<file path="src/hw/rtl/slc_pkg.sv">
// ----------------------------------------------------------------------------
// slc_pkg: shared types and constants for the spectrum level to colour block
// Register map, configuration struct, back-end state type and span helper.
// ----------------------------------------------------------------------------
package slc_pkg;

  localparam int unsigned MAX_BINS    = 64;
  localparam int unsigned LEVEL_BITS  = 16;
  localparam int unsigned CUT_W       = 16;
  localparam int unsigned COL_W       = 8;
  localparam int unsigned GAMMA_SHIFT = 8;
  localparam int unsigned NUM_CH      = 3;
  localparam int unsigned QUEUE_DEPTH = 2;
  localparam int unsigned CFG_ADDR_W  = 4;
  localparam int unsigned CFG_DATA_W  = 16;

  // register indexes
  localparam logic [CFG_ADDR_W-1:0] REG_LOW_CUT    = 4'd0;
  localparam logic [CFG_ADDR_W-1:0] REG_HIGH_CUT   = 4'd1;
  localparam logic [CFG_ADDR_W-1:0] REG_FROM_RED   = 4'd2;
  localparam logic [CFG_ADDR_W-1:0] REG_FROM_GREEN = 4'd3;
  localparam logic [CFG_ADDR_W-1:0] REG_FROM_BLUE  = 4'd4;
  localparam logic [CFG_ADDR_W-1:0] REG_TO_RED     = 4'd5;
  localparam logic [CFG_ADDR_W-1:0] REG_TO_GREEN   = 4'd6;
  localparam logic [CFG_ADDR_W-1:0] REG_TO_BLUE    = 4'd7;

  // colour channel positions in the packed colour arrays
  localparam int unsigned CH_RED   = 0;
  localparam int unsigned CH_GREEN = 1;
  localparam int unsigned CH_BLUE  = 2;

  typedef struct packed {
    logic [CUT_W-1:0]             low_cut;
    logic [CUT_W-1:0]             high_cut;
    logic [NUM_CH-1:0][COL_W-1:0] from_col;
    logic [NUM_CH-1:0][COL_W-1:0] to_col;
  } cfg_t;

  typedef enum logic [2:0] {
    BK_IDLE,
    BK_MULD,
    BK_PROD,
    BK_SUM,
    BK_DIV,
    BK_SQ,
    BK_OUT
  } back_state_e;

  // width of the clipping band, zero when the band is empty
  function automatic logic [CUT_W-1:0] span_of(cfg_t c);
    return (c.high_cut > c.low_cut) ? (c.high_cut - c.low_cut) : '0;
  endfunction

endpackage

</file>
<file path="src/hw/rtl/slc_if.sv">
// ----------------------------------------------------------------------------
// slc_if: channel interfaces of the spectrum level to colour block
// Bin input channel, colour output channel and register write channel.
// ----------------------------------------------------------------------------
interface slc_in_if #(
  parameter int unsigned LevelBits = slc_pkg::LEVEL_BITS
);
  logic                 valid;
  logic                 ready;
  logic [LevelBits-1:0] level;
  logic                 last;

  modport source (output valid, level, last, input ready);
  modport sink   (input valid, level, last, output ready);
endinterface

interface slc_out_if;
  logic                         valid;
  logic                         ready;
  logic [slc_pkg::COL_W-1:0]    red;
  logic [slc_pkg::COL_W-1:0]    green;
  logic [slc_pkg::COL_W-1:0]    blue;

  modport source (output valid, red, green, blue, input ready);
  modport sink   (input valid, red, green, blue, output ready);
endinterface

interface slc_cfg_if;
  logic                           valid;
  logic                           ready;
  logic [slc_pkg::CFG_ADDR_W-1:0] addr;
  logic [slc_pkg::CFG_DATA_W-1:0] data;

  modport source (output valid, addr, data, input ready);
  modport sink   (input valid, addr, data, output ready);
endinterface

</file>
<file path="src/hw/rtl/slc_queue.sv">
// ----------------------------------------------------------------------------
// slc_queue: small register FIFO between front and back end
// Holds finished group totals until the back end is free to take them.
// ----------------------------------------------------------------------------
module slc_queue #(
  parameter int unsigned Width = 8,
  parameter int unsigned Depth = slc_pkg::QUEUE_DEPTH
) (
  input  logic                       clk_i,
  input  logic                       rst_ni,
  input  logic                       push_i,
  input  logic [Width-1:0]           wdata_i,
  output logic                       ready_o,
  input  logic                       pop_i,
  output logic [Width-1:0]           rdata_o,
  output logic                       valid_o,
  output logic [$clog2(Depth+1)-1:0] level_o
);

  localparam int unsigned PtrW = (Depth > 1) ? $clog2(Depth) : 1;
  localparam int unsigned LvlW = $clog2(Depth + 1);

  logic [Width-1:0] mem_q [Depth];
  logic [PtrW-1:0]  wptr_q, wptr_d, rptr_q, rptr_d;
  logic [LvlW-1:0]  lvl_q, lvl_d;
  logic             do_push, do_pop;

  assign ready_o = (lvl_q != LvlW'(Depth));
  assign valid_o = (lvl_q != '0);
  assign rdata_o = mem_q[rptr_q];
  assign level_o = lvl_q;

  assign do_push = push_i && ready_o;
  assign do_pop  = pop_i && valid_o;

  always_comb begin
    wptr_d = wptr_q;
    rptr_d = rptr_q;
    lvl_d  = lvl_q;
    if (do_push) begin
      wptr_d = (wptr_q == PtrW'(Depth - 1)) ? '0 : wptr_q + 1'b1;
    end
    if (do_pop) begin
      rptr_d = (rptr_q == PtrW'(Depth - 1)) ? '0 : rptr_q + 1'b1;
    end
    if (do_push && !do_pop) begin
      lvl_d = lvl_q + 1'b1;
    end else if (do_pop && !do_push) begin
      lvl_d = lvl_q - 1'b1;
    end
  end

  always_ff @(posedge clk_i or negedge rst_ni) begin
    if (!rst_ni) begin
      wptr_q <= '0;
      rptr_q <= '0;
      lvl_q  <= '0;
    end else begin
      wptr_q <= wptr_d;
      rptr_q <= rptr_d;
      lvl_q  <= lvl_d;
    end
  end

  always_ff @(posedge clk_i) begin
    if (do_push) begin
      mem_q[wptr_q] <= wdata_i;
    end
  end

endmodule

</file>
<file path="src/hw/rtl/slc_front.sv">
// ----------------------------------------------------------------------------
// slc_front: bin accumulator
// Clips each level to the cut band, sums contributions and counts bins;
// pushes the group totals to the queue on the last bin.
// ----------------------------------------------------------------------------
module slc_front #(
  parameter int unsigned MaxBins   = slc_pkg::MAX_BINS,
  parameter int unsigned LevelBits = slc_pkg::LEVEL_BITS,
  parameter int unsigned SumW      = LevelBits + $clog2(MaxBins),
  parameter int unsigned CntW      = $clog2(MaxBins + 1)
) (
  input  logic                 clk_i,
  input  logic                 rst_ni,
  input  slc_pkg::cfg_t        cfg_i,
  input  logic                 in_valid_i,
  input  logic [LevelBits-1:0] in_level_i,
  input  logic                 in_last_i,
  output logic                 in_ready_o,
  output logic                 push_o,
  output logic [SumW-1:0]      push_sum_o,
  output logic [CntW-1:0]      push_cnt_o,
  input  logic                 push_ready_i
);

  localparam int unsigned CmpW =
    (LevelBits > slc_pkg::CUT_W) ? LevelBits : slc_pkg::CUT_W;

  logic [SumW-1:0]          sum_q, sum_d;
  logic [CntW-1:0]          cnt_q, cnt_d;
  logic [slc_pkg::CUT_W-1:0] span;
  logic [CmpW-1:0]          lvl_x, low_x, high_x, diff;
  logic [LevelBits-1:0]     contrib;
  logic                     room, accept;

  assign span   = slc_pkg::span_of(cfg_i);
  assign lvl_x  = CmpW'(in_level_i);
  assign low_x  = CmpW'(cfg_i.low_cut);
  assign high_x = CmpW'(cfg_i.high_cut);
  // contribution never exceeds the level itself, so it fits the level width
  assign diff   = (lvl_x < high_x) ? (lvl_x - low_x) : CmpW'(span);

  always_comb begin
    contrib = '0;
    if ((span != '0) && (lvl_x > low_x)) begin
      contrib = diff[LevelBits-1:0];
    end
  end

  assign room   = (cnt_q < CntW'(MaxBins));
  assign sum_d  = room ? (sum_q + SumW'(contrib)) : sum_q;
  assign cnt_d  = room ? (cnt_q + 1'b1) : cnt_q;
  assign accept = in_valid_i && push_ready_i;

  assign in_ready_o = push_ready_i;
  assign push_o     = accept && in_last_i;
  assign push_sum_o = sum_d;
  assign push_cnt_o = cnt_d;

  always_ff @(posedge clk_i or negedge rst_ni) begin
    if (!rst_ni) begin
      sum_q <= '0;
      cnt_q <= '0;
    end else if (accept) begin
      if (in_last_i) begin
        sum_q <= '0;
        cnt_q <= '0;
      end else begin
        sum_q <= sum_d;
        cnt_q <= cnt_d;
      end
    end
  end

endmodule

</file>
<file path="src/hw/rtl/slc_back.sv">
// ----------------------------------------------------------------------------
// slc_back: colour blend, divide and gamma square
// Takes group totals from the queue, works the three channels in turn
// through one restoring divider and holds the colour in an output register.
// ----------------------------------------------------------------------------
module slc_back #(
  parameter int unsigned SumW = 22,
  parameter int unsigned CntW = 7
) (
  input  logic                       clk_i,
  input  logic                       rst_ni,
  input  slc_pkg::cfg_t              cfg_i,
  input  logic                       q_valid_i,
  input  logic [SumW-1:0]            q_sum_i,
  input  logic [CntW-1:0]            q_cnt_i,
  output logic                       pop_o,
  output logic                       out_valid_o,
  input  logic                       out_ready_i,
  output logic [slc_pkg::COL_W-1:0]  out_red_o,
  output logic [slc_pkg::COL_W-1:0]  out_green_o,
  output logic [slc_pkg::COL_W-1:0]  out_blue_o
);

  localparam int unsigned ColW = slc_pkg::COL_W;
  localparam int unsigned DW   = CntW + slc_pkg::CUT_W;
  localparam int unsigned NumW = DW + ColW;
  localparam int unsigned MW   = (SumW > DW) ? SumW : DW;
  localparam int unsigned SqW  = 2 * ColW;
  localparam logic [$clog2(ColW)-1:0] LastBit = $clog2(ColW)'(ColW - 1);
  localparam logic [1:0]              LastCh  = 2'(slc_pkg::NUM_CH - 1);

  slc_pkg::back_state_e state_q, state_d;

  logic [DW-1:0]      s_q, s_d, d_q, d_d, rem_q, rem_d;
  logic [CntW-1:0]    cnt_q, cnt_d;
  logic [1:0]         ch_q, ch_d;
  logic [NumW-1:0]    pa_q, pa_d, pb_q, pb_d;
  logic [ColW-1:0]    nlo_q, nlo_d, quo_q, quo_d;
  logic [$clog2(ColW)-1:0] bit_q, bit_d;
  logic [slc_pkg::NUM_CH-1:0][ColW-1:0] res_q, res_d;
  logic [slc_pkg::NUM_CH-1:0][ColW-1:0] out_q, out_d;
  logic               out_valid_q, out_valid_d;

  logic [MW-1:0]      s_wide;
  logic [DW-1:0]      cnt_x, span_x;
  logic [NumW-1:0]    from_x, to_x, dms_x, s_x, num;
  logic [DW:0]        trial;
  logic               fits;
  logic [SqW-1:0]     sq, sq_sh;

  assign s_wide = MW'(q_sum_i);
  assign cnt_x  = DW'(cnt_q);
  assign span_x = DW'(slc_pkg::span_of(cfg_i));
  assign from_x = NumW'(cfg_i.from_col[ch_q]);
  assign to_x   = NumW'(cfg_i.to_col[ch_q]);
  assign dms_x  = NumW'(d_q - s_q);
  assign s_x    = NumW'(s_q);
  assign num    = pa_q + pb_q;
  assign trial  = {rem_q, nlo_q[ColW-1]};
  assign fits   = (trial >= {1'b0, d_q});
  assign sq     = SqW'(quo_q) * SqW'(quo_q);
  assign sq_sh  = sq >> slc_pkg::GAMMA_SHIFT;

  always_comb begin
    state_d     = state_q;
    s_d         = s_q;
    cnt_d       = cnt_q;
    d_d         = d_q;
    ch_d        = ch_q;
    pa_d        = pa_q;
    pb_d        = pb_q;
    rem_d       = rem_q;
    nlo_d       = nlo_q;
    quo_d       = quo_q;
    bit_d       = bit_q;
    res_d       = res_q;
    out_d       = out_q;
    out_valid_d = out_valid_q && !out_ready_i;
    pop_o       = 1'b0;

    case (state_q)
      slc_pkg::BK_IDLE: begin
        if (q_valid_i) begin
          pop_o   = 1'b1;
          s_d     = s_wide[DW-1:0];  // sum never exceeds the divisor
          cnt_d   = q_cnt_i;
          state_d = slc_pkg::BK_MULD;
        end
      end
      slc_pkg::BK_MULD: begin
        d_d     = cnt_x * span_x;
        ch_d    = '0;
        state_d = slc_pkg::BK_PROD;
      end
      slc_pkg::BK_PROD: begin
        pa_d    = from_x * dms_x;
        pb_d    = to_x * s_x;
        state_d = slc_pkg::BK_SUM;
      end
      slc_pkg::BK_SUM: begin
        if (d_q == '0) begin
          quo_d   = cfg_i.from_col[ch_q];
          state_d = slc_pkg::BK_SQ;
        end else begin
          // numerator < 256 * D, so the top part already sits below D
          rem_d   = num[NumW-1:ColW];
          nlo_d   = num[ColW-1:0];
          bit_d   = '0;
          state_d = slc_pkg::BK_DIV;
        end
      end
      slc_pkg::BK_DIV: begin
        if (fits) begin
          rem_d = DW'(trial - {1'b0, d_q});
        end else begin
          rem_d = trial[DW-1:0];
        end
        quo_d = {quo_q[ColW-2:0], fits};
        nlo_d = {nlo_q[ColW-2:0], 1'b0};
        bit_d = bit_q + 1'b1;
        if (bit_q == LastBit) begin
          state_d = slc_pkg::BK_SQ;
        end
      end
      slc_pkg::BK_SQ: begin
        res_d[ch_q] = sq_sh[ColW-1:0];
        if (ch_q == LastCh) begin
          state_d = slc_pkg::BK_OUT;
        end else begin
          ch_d    = ch_q + 1'b1;
          state_d = slc_pkg::BK_PROD;
        end
      end
      slc_pkg::BK_OUT: begin
        if (!out_valid_q || out_ready_i) begin
          out_d       = res_q;
          out_valid_d = 1'b1;
          state_d     = slc_pkg::BK_IDLE;
        end
      end
      default: begin
        state_d = slc_pkg::BK_IDLE;
      end
    endcase
  end

  always_ff @(posedge clk_i or negedge rst_ni) begin
    if (!rst_ni) begin
      state_q     <= slc_pkg::BK_IDLE;
      out_valid_q <= 1'b0;
    end else begin
      state_q     <= state_d;
      out_valid_q <= out_valid_d;
    end
  end

  always_ff @(posedge clk_i) begin
    s_q   <= s_d;
    cnt_q <= cnt_d;
    d_q   <= d_d;
    ch_q  <= ch_d;
    pa_q  <= pa_d;
    pb_q  <= pb_d;
    rem_q <= rem_d;
    nlo_q <= nlo_d;
    quo_q <= quo_d;
    bit_q <= bit_d;
    res_q <= res_d;
    out_q <= out_d;
  end

  assign out_valid_o = out_valid_q;
  assign out_red_o   = out_q[slc_pkg::CH_RED];
  assign out_green_o = out_q[slc_pkg::CH_GREEN];
  assign out_blue_o  = out_q[slc_pkg::CH_BLUE];

endmodule

</file>
<file path="src/hw/rtl/spectrum_level_to_color_core.sv">
// ----------------------------------------------------------------------------
// spectrum_level_to_color_core: spectrum bin levels to one RGB colour
// Accumulates clipped bin levels per group and blends a colour pair by the
// group's fill fraction, with a squared gamma on each channel.
// ----------------------------------------------------------------------------
// Usage
//   in_i  : one bin level per word, last = 1 on the final bin of a group.
//           Taken at one word per cycle while the group queue has room.
//   out_o : one colour word per group, issued after the group's last bin.
//   cfg_i : register writes (index 0..7), always ready; indexes above 7
//           are ignored. Write only while the block is idle.
// Timing
//   The front end takes a bin every cycle while the group queue has room.
//   Each group passes the back end through these steps in order: the pop,
//   the divisor product, per channel a product, a sum, eight divide steps
//   and a square, then the load of the output register; a zero divisor
//   skips the divide. The back end finishes a group before it pops the
//   next one, so groups are worked one at a time.
// Reset and stall
//   Reset clears the running sum, the bin count, the queue and the output
//   valid, and loads the register defaults. A stalled receiver holds the
//   colour word; the back end and then the two-entry queue fill up, and
//   only then does in_i drop ready.
// ----------------------------------------------------------------------------
module spectrum_level_to_color_core #(
  parameter int unsigned MaxBins = slc_pkg::MAX_BINS
) (
  input  logic       clk_i,
  input  logic       rst_ni,
  slc_in_if.sink     in_i,
  slc_out_if.source  out_o,
  slc_cfg_if.sink    cfg_i
);

  // level width is fixed by the bin channel
  localparam int unsigned LevelBits = slc_pkg::LEVEL_BITS;
  localparam int unsigned SumW  = LevelBits + $clog2(MaxBins);
  localparam int unsigned CntW  = $clog2(MaxBins + 1);
  localparam int unsigned QW    = SumW + CntW;
  localparam int unsigned Depth = slc_pkg::QUEUE_DEPTH;
  localparam int unsigned LvlW  = $clog2(Depth + 1);
  localparam int unsigned CutW  = slc_pkg::CUT_W;
  localparam int unsigned ColW  = slc_pkg::COL_W;

  // --------------------------------------------------------------------------
  // Register file: written whenever the write channel fires
  // --------------------------------------------------------------------------
  slc_pkg::cfg_t cfg_q;

  assign cfg_i.ready = 1'b1;

  always_ff @(posedge clk_i or negedge rst_ni) begin
    if (!rst_ni) begin
      cfg_q.low_cut                    <= '0;
      cfg_q.high_cut                   <= CutW'(255);
      cfg_q.from_col                   <= '0;
      cfg_q.to_col                     <= '1;
    end else if (cfg_i.valid) begin
      case (cfg_i.addr)
        slc_pkg::REG_LOW_CUT:    cfg_q.low_cut  <= cfg_i.data[CutW-1:0];
        slc_pkg::REG_HIGH_CUT:   cfg_q.high_cut <= cfg_i.data[CutW-1:0];
        slc_pkg::REG_FROM_RED:   begin
          cfg_q.from_col[slc_pkg::CH_RED] <= cfg_i.data[ColW-1:0];
        end
        slc_pkg::REG_FROM_GREEN: begin
          cfg_q.from_col[slc_pkg::CH_GREEN] <= cfg_i.data[ColW-1:0];
        end
        slc_pkg::REG_FROM_BLUE:  begin
          cfg_q.from_col[slc_pkg::CH_BLUE] <= cfg_i.data[ColW-1:0];
        end
        slc_pkg::REG_TO_RED:     begin
          cfg_q.to_col[slc_pkg::CH_RED] <= cfg_i.data[ColW-1:0];
        end
        slc_pkg::REG_TO_GREEN:   begin
          cfg_q.to_col[slc_pkg::CH_GREEN] <= cfg_i.data[ColW-1:0];
        end
        slc_pkg::REG_TO_BLUE:    begin
          cfg_q.to_col[slc_pkg::CH_BLUE] <= cfg_i.data[ColW-1:0];
        end
        default: ;  // unmapped index, dropped
      endcase
    end
  end

  // --------------------------------------------------------------------------
  // Front end: clip and accumulate, push totals on the last bin
  // --------------------------------------------------------------------------
  logic            q_push, q_ready, q_pop, q_valid;
  logic [SumW-1:0] push_sum;
  logic [CntW-1:0] push_cnt;
  logic [QW-1:0]   q_rdata;
  logic [LvlW-1:0] q_level;

  slc_front #(
    .MaxBins   (MaxBins),
    .LevelBits (LevelBits),
    .SumW      (SumW),
    .CntW      (CntW)
  ) u_front (
    .clk_i        (clk_i),
    .rst_ni       (rst_ni),
    .cfg_i        (cfg_q),
    .in_valid_i   (in_i.valid),
    .in_level_i   (in_i.level),
    .in_last_i    (in_i.last),
    .in_ready_o   (in_i.ready),
    .push_o       (q_push),
    .push_sum_o   (push_sum),
    .push_cnt_o   (push_cnt),
    .push_ready_i (q_ready)
  );

  // --------------------------------------------------------------------------
  // Group queue: decouples the bin stream from the divider
  // --------------------------------------------------------------------------
  slc_queue #(
    .Width (QW),
    .Depth (Depth)
  ) u_queue (
    .clk_i   (clk_i),
    .rst_ni  (rst_ni),
    .push_i  (q_push),
    .wdata_i ({push_sum, push_cnt}),
    .ready_o (q_ready),
    .pop_i   (q_pop),
    .rdata_o (q_rdata),
    .valid_o (q_valid),
    .level_o (q_level)
  );

  // --------------------------------------------------------------------------
  // Back end: blend, divide, square, output register
  // --------------------------------------------------------------------------
  slc_back #(
    .SumW (SumW),
    .CntW (CntW)
  ) u_back (
    .clk_i       (clk_i),
    .rst_ni      (rst_ni),
    .cfg_i       (cfg_q),
    .q_valid_i   (q_valid),
    .q_sum_i     (q_rdata[QW-1:CntW]),
    .q_cnt_i     (q_rdata[CntW-1:0]),
    .pop_o       (q_pop),
    .out_valid_o (out_o.valid),
    .out_ready_i (out_o.ready),
    .out_red_o   (out_o.red),
    .out_green_o (out_o.green),
    .out_blue_o  (out_o.blue)
  );

  // --------------------------------------------------------------------------
  // Assertions
  // --------------------------------------------------------------------------
  a_pop_nonempty : assert property (@(posedge clk_i) disable iff (!rst_ni)
    q_pop |-> (q_level != '0))
    else $error("back end popped an empty group queue");

  a_level_bound : assert property (@(posedge clk_i) disable iff (!rst_ni)
    q_level <= LvlW'(Depth))
    else $error("group queue occupancy out of range");

  a_stall_only_full : assert property (@(posedge clk_i) disable iff (!rst_ni)
    !in_i.ready |-> (q_level == LvlW'(Depth)))
    else $error("bin input stalled with room in the group queue");

  a_push_grows : assert property (@(posedge clk_i) disable iff (!rst_ni)
    (q_push && q_ready && !q_pop) |=> (q_level == $past(q_level) + 1'b1))
    else $error("group pushed but queue occupancy did not grow");

endmodule

</file>
<file path="src/flat_wrapper.sv">
// flat-port wrapper written by rule: the top's interface ports become plain ports
module spectrum_level_to_color_core_flat 
#(
  parameter int unsigned MaxBins = slc_pkg::MAX_BINS
)
  (clk_i, rst_ni, in_i_valid, in_i_level, in_i_last, in_i_ready, out_o_valid, out_o_red, out_o_green, out_o_blue, out_o_ready, cfg_i_valid, cfg_i_addr, cfg_i_data, cfg_i_ready);
  slc_in_if in_i_i ();
  slc_out_if out_o_i ();
  slc_cfg_if cfg_i_i ();
  input  logic clk_i;
  input  logic rst_ni;
  input wire logic [$bits(in_i_i.valid)-1:0] in_i_valid;
  input wire logic [$bits(in_i_i.level)-1:0] in_i_level;
  input wire logic [$bits(in_i_i.last)-1:0] in_i_last;
  output wire logic [$bits(in_i_i.ready)-1:0] in_i_ready;
  output wire logic [$bits(out_o_i.valid)-1:0] out_o_valid;
  output wire logic [$bits(out_o_i.red)-1:0] out_o_red;
  output wire logic [$bits(out_o_i.green)-1:0] out_o_green;
  output wire logic [$bits(out_o_i.blue)-1:0] out_o_blue;
  input wire logic [$bits(out_o_i.ready)-1:0] out_o_ready;
  input wire logic [$bits(cfg_i_i.valid)-1:0] cfg_i_valid;
  input wire logic [$bits(cfg_i_i.addr)-1:0] cfg_i_addr;
  input wire logic [$bits(cfg_i_i.data)-1:0] cfg_i_data;
  output wire logic [$bits(cfg_i_i.ready)-1:0] cfg_i_ready;
  assign in_i_i.valid = in_i_valid;
  assign in_i_i.level = in_i_level;
  assign in_i_i.last = in_i_last;
  assign in_i_ready = in_i_i.ready;
  assign out_o_valid = out_o_i.valid;
  assign out_o_red = out_o_i.red;
  assign out_o_green = out_o_i.green;
  assign out_o_blue = out_o_i.blue;
  assign out_o_i.ready = out_o_ready;
  assign cfg_i_i.valid = cfg_i_valid;
  assign cfg_i_i.addr = cfg_i_addr;
  assign cfg_i_i.data = cfg_i_data;
  assign cfg_i_ready = cfg_i_i.ready;
  spectrum_level_to_color_core #(.MaxBins(MaxBins)) u_core (.clk_i(clk_i), .rst_ni(rst_ni), .in_i(in_i_i), .out_o(out_o_i), .cfg_i(cfg_i_i));
endmodule
</file>
<file path="config.mk">
export PLATFORM = sky130hd
export DESIGN_NAME = spectrum_level_to_color_core_flat
export DESIGN_NICKNAME = d
export VERILOG_FILES = /design/src/hw/rtl/slc_pkg.sv /design/src/hw/rtl/slc_if.sv /design/src/hw/rtl/slc_queue.sv /design/src/hw/rtl/slc_front.sv /design/src/hw/rtl/slc_back.sv /design/src/hw/rtl/spectrum_level_to_color_core.sv /design/src/flat_wrapper.sv
export SDC_FILE = /design/constraint.sdc
export NUM_CORES = 2
export LEC_CHECK = 0
export BUFFER_PORTS_ARGS = -buffer_cell sky130_fd_sc_hd__buf_4
export CAP_MARGIN = 20
export CORE_ASPECT_RATIO = 1.25
export CORE_UTILIZATION = 55
export DETAILED_ROUTE_END_ITERATION = 10
export GPL_TIMING_DRIVEN = 0
export PLACE_DENSITY = 0.71
export SYNTH_ARGS = -nofsm -noshare
export SYNTH_HDL_FRONTEND = slang
export SYNTH_HIERARCHICAL = 1
export SYNTH_SLANG_ARGS = --single-unit
</file>
<file path="constraint.sdc">
create_clock -name clk_i -period 8.7 [get_ports clk_i]
set_input_delay 0.435 -clock clk_i [delete_from_list [all_inputs] [get_ports clk_i]]
set_output_delay 0.435 -clock clk_i [all_outputs]
set_load 0.1 [all_outputs]
</file>
# After elaboration in Yosys (flattened, before gate mapping)
# Memory sizes are Yosys's and may differ from the RTL's. A register that Yosys moved wholly into a read port is not among the register bits.
# Cells that the tools add are included.
# Widths: inputs -> output; s select.
dict set report classes {
  magnitude_cmp 7
  eq_ne 22
  multipliers 4
  n_reduce_logical 36
  addsub 13
  n_mux 41
}
# op count
set op_table {}
lappend op_table {{$mux 16} 3}
lappend op_table {{$mux 23} 2}
lappend op_table {{$pmux 23 s2} 1}
lappend op_table {{$mux 22} 2}
lappend op_table {{$mux 8} 5}
lappend op_table {{$bmux 8 s2} 2}
lappend op_table {{$gt 16x16->1} 2}
lappend op_table {{$pmux 8 s2} 2}
lappend op_table {{$sub 16x16->16} 2}
lappend op_table {{$add 31x31->31} 1}
lappend op_table {{$mul 9x24->31} 1}
lappend op_table {{$mul 8x22->30} 1}
lappend op_table {{$reduce_and 2->1} 13}
lappend op_table {{$bwmux 24} 1}
lappend op_table {{$ge 24x23->1} 1}
lappend op_table {{$sub 23x22->24} 1}
lappend op_table {{$logic_not 23->1} 1}
lappend op_table {{$mul 7x16->23} 1}
lappend op_table {{$sub 23x23->23} 1}
lappend op_table {{$add 22x16->22} 1}
lappend op_table {{$pmux 3 s7} 1}
lappend op_table {{$demux 8 s2} 1}
lappend op_table {{$eq 4x3->1 const B} 4}
lappend op_table {{$lt 16x16->1} 1}
lappend op_table {{31 further kinds} 72}
dict set report word_totals {
  input_bits 42
  ram_bits 58
  elab_cells 153
  reg_bits 294
  mem_count 1
  out_inout_bits 27
}
# memory depth width rd rd_clocked_by_memory_dff write_ports line_no
set mem_list {}
lappend mem_list {u_core.u_queue.mem_q 2 29 1 1 1 slc_queue.sv:23} ;# logic [Width-1:0] mem_q [Depth];

# Logic depth before layout (Yosys ltp)
dict set report logic_depth {
  ltp_word 8
  ltp_mapped 31
  mapped_depth_nobuf 31
}

# Cells and area by module
# Netlist, hierarchy kept.
# mod area_per_inst_um2 n_inst cells_per_inst seq_area_each_um2
set modules_own_cells {}
lappend modules_own_cells {slc_back 28984.0 1 3114 6256.0}
lappend modules_own_cells {slc_front 4882.2 1 642 725.7}
lappend modules_own_cells {spectrum_level_to_color_core 3181.8 1 180 2042.0}
lappend modules_own_cells {slc_queue 2313.5 1 108 1841.8}

# Worst setup path after synthesis
# No wires, ideal clock.
dict set report synth_timing {
  kind {register -> register}
  start {register u_core/cfg_q[48] (netlist name)}
  end {register u_core.u_back.d_q[22] (data pin)}
  setup_slack_ps 1818
  arrival_time_ps 6620
  path_buffers 1
  required_time_ps 8437
  path_stages_with_launch 29
  setup_ps 263
  period_less_slack_ps 6882
  cell_sequence {dfstp_2 -> inv_1 -> ha_1 -> fa_1 -> nor2b_1 -> o21ai_1 -> a21boi_1 -> o21ai_1 -> a211o_1 -> a21oi_2 -> buf_2 -> nand3b_1 -> nor2_1 -> fa_1 -> fa_1 -> fa_1 -> inv_1 -> fa_1 -> inv_1 -> ha_1 -> or3_4 -> o21bai_1 -> a21oi_2 -> o2111ai_1 -> a31oi_2 -> nor2b_1 -> o21a_1 -> o41ai_2 -> xnor2_1}
}
dict set report synth_via {
  elab_chain_len 3
  word_cells_on_any_way 4
  classes_between {add/sub (1); mul (1); order compare (1); mux (1)}
}
# item line_no
set synth_rtl {}
lappend synth_rtl {{from (decl)} spectrum_level_to_color_core.sv:48} ;# slc_pkg::cfg_t cfg_q;
lappend synth_rtl {{$sub 16x16->16 / $gt 16x16->1 (equally long branches)} slc_pkg.sv:51} ;# return (c.high_cut > c.low_cut) ? (c.high_cut - c.low_cut) : '0;
lappend synth_rtl {{$mux 16 *} slc_pkg.sv:51}
lappend synth_rtl {{$mul 7x16->23 *} slc_back.sv:91} ;# d_d = cnt_x * span_x;
lappend synth_rtl {{to (signal assigned)} slc_back.sv:160} ;# d_q <= d_d;
lappend synth_rtl {{to (decl)} slc_back.sv:34} ;# logic [DW-1:0] s_q, s_d, d_q, d_d, rem_q, rem_d;
# Every way passes the cells marked *; elsewhere a longest branch is shown, timed or not.
# A chain may end at the register's enable or synchronous reset.

# Worst setup path after layout
dict set report layout_timing {
  start {register u_core.u_back.s_q[13]}
  end {register u_core.u_back.pa_q[27] (data pin)}
}
dict set report layout_via {
  elab_chain_len 2
}
# item line_no
set layout_rtl {}
lappend layout_rtl {{from (decl)} slc_back.sv:34}
lappend layout_rtl {{from (signal assigned)} slc_back.sv:158} ;# s_q <= s_d;
lappend layout_rtl {{$sub 23x22->24} slc_back.sv:56} ;# assign dms_x = NumW'(d_q - s_q);
lappend layout_rtl {{$mul 9x24->31} slc_back.sv:96} ;# pa_d = from_x * dms_x;
lappend layout_rtl {{to (signal assigned)} slc_back.sv:162} ;# pa_q <= pa_d;
lappend layout_rtl {{to (decl)} slc_back.sv:37} ;# logic [NumW-1:0] pa_q, pa_d, pb_q, pb_d;
# Every way passes these cells.

==> flow_summary.html <==
<table>
<tr><th>Metric</th><th>Value</th></tr>
<tr><th colspan="2">Outcome</th></tr>
<tr><td>Outcome</td><td>finished, final reports clean</td></tr>
<tr><th colspan="2">Logic synthesis</th></tr>
<tr><td>EDFF count, synth</td><td>263</td></tr>
<tr><td>Dominant cells by area after synthesis</td><td>sky130_fd_sc_hd__edfxtp_1, sky130_fd_sc_hd__fa_1, sky130_fd_sc_hd__ha_1, sky130_fd_sc_hd__inv_1, sky130_fd_sc_hd__dfrtp_1</td></tr>
<tr><td>Async SR Flop Fraction</td><td>between 30% and 40%</td></tr>
<tr><td>Post-synth top area share</td><td>20.1%</td></tr>
<tr><td>Number of warning messages in the yosys log</td><td>6</td></tr>
<tr><td>Synth unique cells</td><td>120</td></tr>
<tr><td>Sequential cell area fraction in the yosys report</td><td>~28%</td></tr>
<tr><td>Synth area leader</td><td>sky130_fd_sc_hd__edfxtp_1</td></tr>
<tr><td>Per-instance average area after synthesis</td><td>9.73 sq um</td></tr>
<tr><td>Primary FF master, synth</td><td>sky130_fd_sc_hd__edfxtp_1</td></tr>
<tr><td>Number of register bits inferred by synthesis</td><td>380</td></tr>
<tr><td>Syn Inst Count</td><td>4,044</td></tr>
<tr><td>Area of the mapped netlist</td><td>0.0394 sq mm</td></tr>
<tr><td>Post-synthesis net count</td><td>4,793</td></tr>
<tr><th colspan="2">Hold path</th></tr>
<tr><td>Startpoint of the worst hold path</td><td>cfg_i_data[11]</td></tr>
<tr><td>Class of the tightest hold or removal check</td><td>in -&gt; reg</td></tr>
<tr><th colspan="2">STA</th></tr>
<tr><td>Final number of max-transition violations</td><td>0</td></tr>
<tr><td>Unrepaired setup endpoints after global routing</td><td>false</td></tr>
<tr><td>Setup violations, final</td><td>0</td></tr>
<tr><td>Setup TNS Final</td><td>0 ps</td></tr>
<tr><td>Clock Skews</td><td>46.2 ps</td></tr>
<tr><td>Fmax</td><td>123 MHz</td></tr>
<tr><td>Worst slew margin relative to its limit</td><td>a little under a quarter</td></tr>
<tr><td>Fin crit period</td><td>8100 ps</td></tr>
<tr><td>Part of the cycle the worst path needs</td><td>93.1%</td></tr>
<tr><td>Total count of hold-check failures in the final report</td><td>0</td></tr>
<tr><td>Transition time of the tightest slew-check pin</td><td>1150 ps</td></tr>
<tr><th colspan="2">Floorplanning</th></tr>
<tr><td>Horizontal extent of the die</td><td>approximately 240 microns</td></tr>
<tr><td># rows</td><td>around 110</td></tr>
<tr><td>Number of ports placed on the die boundary</td><td>69</td></tr>
<tr><td>Die boundary height</td><td>301 microns</td></tr>
<tr><td>Core region area</td><td>0.0708 sq mm</td></tr>
<tr><td>Die Area</td><td>slightly above 0.07 sq mm</td></tr>
<tr><td>Initial core utilization</td><td>55.6%</td></tr>
<tr><th colspan="2">CTS</th></tr>
<tr><td>Clock transition time at the flip-flop clock pins of the worst setup and hold paths</td><td>about 60 ps</td></tr>
<tr><td>Clk Latency, worst-skew pair</td><td>610 ps</td></tr>
<tr><td>Clk buf depth</td><td>3</td></tr>
<tr><td>Post-CTS setup buffers</td><td>0</td></tr>
<tr><td>Number of sinks handled by clock tree synthesis</td><td>380</td></tr>
<tr><td>Clock root buffer</td><td>sky130_fd_sc_hd__clkbuf_16</td></tr>
<tr><td>Clock tree from TritonCTS</td><td>done</td></tr>
<tr><td>Number of buffers added by the clock tree synthesis step</td><td>42</td></tr>
<tr><td>CTS Hold Buffers Added</td><td>1</td></tr>
<tr><td>CTS-repair resized insts</td><td>0</td></tr>
<tr><td>Deepest level of the CTS H-tree</td><td>2</td></tr>
<tr><th colspan="2">Finish</th></tr>
<tr><td>Most frequent cells in the layout</td><td>sky130_fd_sc_hd__inv_1, sky130_fd_sc_hd__fa_1, sky130_fd_sc_hd__nand2_1</td></tr>
<tr><td>Total number of nets in the final design</td><td>4,918</td></tr>
<tr><td>Commonest non-fill, non-tap cell in the layout</td><td>sky130_fd_sc_hd__inv_1</td></tr>
<tr><td>Synthesis-to-finish area growth</td><td>8.40%</td></tr>
<tr><td>Area occupied by multi-input gates</td><td>0.0257 sq mm</td></tr>
<tr><td>Ratio of cells with drive above 1 in the final layout</td><td>about a tenth</td></tr>
<tr><td>Register cell area after layout</td><td>0.0109 sq mm</td></tr>
<tr><td>Number of fill cells</td><td>6,077</td></tr>
<tr><th colspan="2">GRT</th></tr>
<tr><td>Number of antenna violations at the first check in global routing</td><td>1</td></tr>
<tr><td>Vias in the first global route</td><td>30,300</td></tr>
<tr><td>Remaining global-route overflow</td><td>0</td></tr>
<tr><td>Largest net degree at the start of global routing</td><td>91</td></tr>
<tr><td>Total routing usage reported by global routing</td><td>between 20% and 30%</td></tr>
<tr><td>First-pass GRT wire length</td><td>162,000 microns</td></tr>
<tr><th colspan="2">Detailed routing</th></tr>
<tr><td>Number of search-and-repair iterations in the first detailed-routing pass</td><td>6</td></tr>
<tr><td>Wirelength per Cell</td><td>19.8 microns</td></tr>
<tr><td>Average via count per standard cell</td><td>around 5.8</td></tr>
<tr><td>Total detailed-routing wirelength</td><td>between 100,000 and 150,000 microns</td></tr>
<tr><td>Initial drt markers</td><td>1,870</td></tr>
<tr><td>Total number of vias</td><td>around 30,000</td></tr>
<tr><td>Number of remaining DRC errors</td><td>0</td></tr>
<tr><td>Antenna Violating Nets Remaining</td><td>0</td></tr>
<tr><th colspan="2">Critical path</th></tr>
<tr><td>Worst path arrival time</td><td>8450 ps</td></tr>
<tr><td>Crit path from</td><td>u_core/u_back/s_q[13]</td></tr>
<tr><td>Element type at the critical path end</td><td>register</td></tr>
<tr><td>Crit Path Class</td><td>reg -&gt; reg</td></tr>
<tr><td>Worst endpoint required time</td><td>between 9000 and 10,000 ps</td></tr>
<tr><td>Delay of the slowest cell on the worst path</td><td>590 ps</td></tr>
<tr><td>Start of the worst register-to-register path</td><td>u_core/u_back/s_q[13]</td></tr>
<tr><td>Max Fanout on Critical Path</td><td>9</td></tr>
<tr><td>Slowest cell on the critical path</td><td>sky130_fd_sc_hd__or4b_1</td></tr>
<tr><td>Type of origin of the critical path</td><td>register</td></tr>
<tr><th colspan="2">Flow run</th></tr>
<tr><td>Max-cap violations</td><td>0</td></tr>
<tr><th colspan="2">Placed design</th></tr>
<tr><td>Last weighted congestion value of the routability-driven placer</td><td>approximately 1</td></tr>
<tr><td>Port buffer count</td><td>64</td></tr>
<tr><td>Post-DP HPWL</td><td>82,700 microns</td></tr>
</table>
-- final cells by class --
class	instances	area share, %
multi-input combinational	2946	60.3
sequential	380	25.5
inverter	589	5.18
tap	943	2.77
clock buffer	52	2.62
timing repair buffer	81	1.72
buffer	129	1.36
clock inverter	26	0.560
antenna	1	0.00586
-- synth_stat cells (9+ instances only) --
cell type,number
sky130_fd_sc_hd__a211o_1,13
sky130_fd_sc_hd__a211oi_1,35
sky130_fd_sc_hd__a21o_1,76
sky130_fd_sc_hd__a21oi_1,175
sky130_fd_sc_hd__a22o_1,16
sky130_fd_sc_hd__a31oi_1,32
sky130_fd_sc_hd__and2_1,120
sky130_fd_sc_hd__and3_1,82
sky130_fd_sc_hd__buf_2,19
sky130_fd_sc_hd__clkbuf_1,92
sky130_fd_sc_hd__dfrtp_1,85
sky130_fd_sc_hd__dfstp_2,32
sky130_fd_sc_hd__edfxtp_1,263
sky130_fd_sc_hd__fa_1,365
sky130_fd_sc_hd__ha_1,342
sky130_fd_sc_hd__inv_1,587
sky130_fd_sc_hd__mux2_2,104
sky130_fd_sc_hd__mux2_4,10
sky130_fd_sc_hd__mux2i_1,36
sky130_fd_sc_hd__nand2_1,356
sky130_fd_sc_hd__nand2b_1,38
sky130_fd_sc_hd__nand3_1,55
sky130_fd_sc_hd__nand3b_1,9
sky130_fd_sc_hd__nand4_1,24
sky130_fd_sc_hd__nor2_1,296
sky130_fd_sc_hd__nor2b_1,30
sky130_fd_sc_hd__nor3_1,81
sky130_fd_sc_hd__nor4_1,14
sky130_fd_sc_hd__o211ai_1,17
sky130_fd_sc_hd__o21a_1,49
sky130_fd_sc_hd__o21ai_0,110
sky130_fd_sc_hd__o21ai_1,32
sky130_fd_sc_hd__o21bai_1,22
sky130_fd_sc_hd__o31ai_1,15
sky130_fd_sc_hd__or3_1,25
sky130_fd_sc_hd__xnor2_1,133
sky130_fd_sc_hd__xor2_1,61
-- per-stage QoR --
stage | utilization (%) | instances | instance area (sq um) | hold slack [ps] | worst slack (ps)
2_1_floorplan | - | 4044 | 39400 | 139 | 1820
3_3_place_gp | 58.0 | 5051 | 41000 | 401 | 676
3_5_place_dp | 58.3 | 5066 | 41300 | 339 | 568
4_1_cts | 60.3 | 5145 | 42700 | 47.4 | 578
5_1_grt | 60.3 | 5146 | 42700 | 61.9 | 213
6_report | 60.3 | 5147 | 42700 | 71.1 | 601
-- logic make-up (layout without fill, tap and decap cells) --
family | Yosys count | in the layout | share of synthesized area (%)
compound gates | 706 | 706 | 12.2
xor+xnor | 197 | 197 | 4.46
fa+ha+maj | 707 | 707 | 29.4
buf+inv | 718 | 877 | 7.09
flops | 380 | 380 | 27.6
mux | 151 | 151 | 4.30
other cells | 1 | 2 | 0.00953
simple gates | 1184 | 1184 | 14.9
-- flip-flops by register name, summed over array words and instances, names as in the netlist, 8 cells and up --
| name | count |
|---|---|
| u_core/cfg_q | 80 |
| u_core/u_back/d_q | 23 |
| u_core/u_back/s_q | 22 |
| u_core/u_back/rem_q | 23 |
| u_core/u_back/out_green_o | 8 |
| u_core/u_back/pa_q | 31 |
| u_core/u_back/quo_q | 8 |
| u_core/u_queue/mem_q | 58 |
| u_core/u_back/nlo_q | 8 |
| u_core/u_back/out_red_o | 8 |
| u_core/u_back/pb_q | 30 |
| u_core/u_front/sum_q | 22 |
| u_core/u_back/out_blue_o | 8 |
| u_core/u_back/res_q | 24 |
-- path summary, 6_finish.rpt --
kind	end	slack, ps	cells after the start
worst max-delay path	u_core/u_back/pa_q[27]	600	27
worst min-delay path	u_core/cfg_q[75]	70	2
worst max register to register	u_core/u_back/pa_q[27]	600	27
worst min register to register	u_core/u_back/out_blue_o[1]	420	0
max in group asynchronous	u_core/cfg_q[42]	7600	3
min in group asynchronous	u_core/u_front/sum_q[20]	280	2
-- per-layer routing --
| metal | share of wire [%] | routed length, microns | GRT usage (%) |
|---|---|---|---|
| met5 | 0 | 0 | 0 |
| met4 | 6.9 | 7030 | 17.8 |
| met3 | 4.7 | 4820 | 3.08 |
| met2 | 50 | 51000 | 50.8 |
| met1 | 38 | 39200 | 33.7 |
-- critical path: cells and delay by family (launching register included) --
kind	cells	cell delay, ps
fa+ha+maj	6	2840
compound gates	7	1650
simple gates	7	1410
xor+xnor	2	820
buf+inv	5	810
flops	1	320
Power is left out: the tool's default activity adds up to more than one toggle a clock period on the data nets, which glitch-free logic cannot reach.
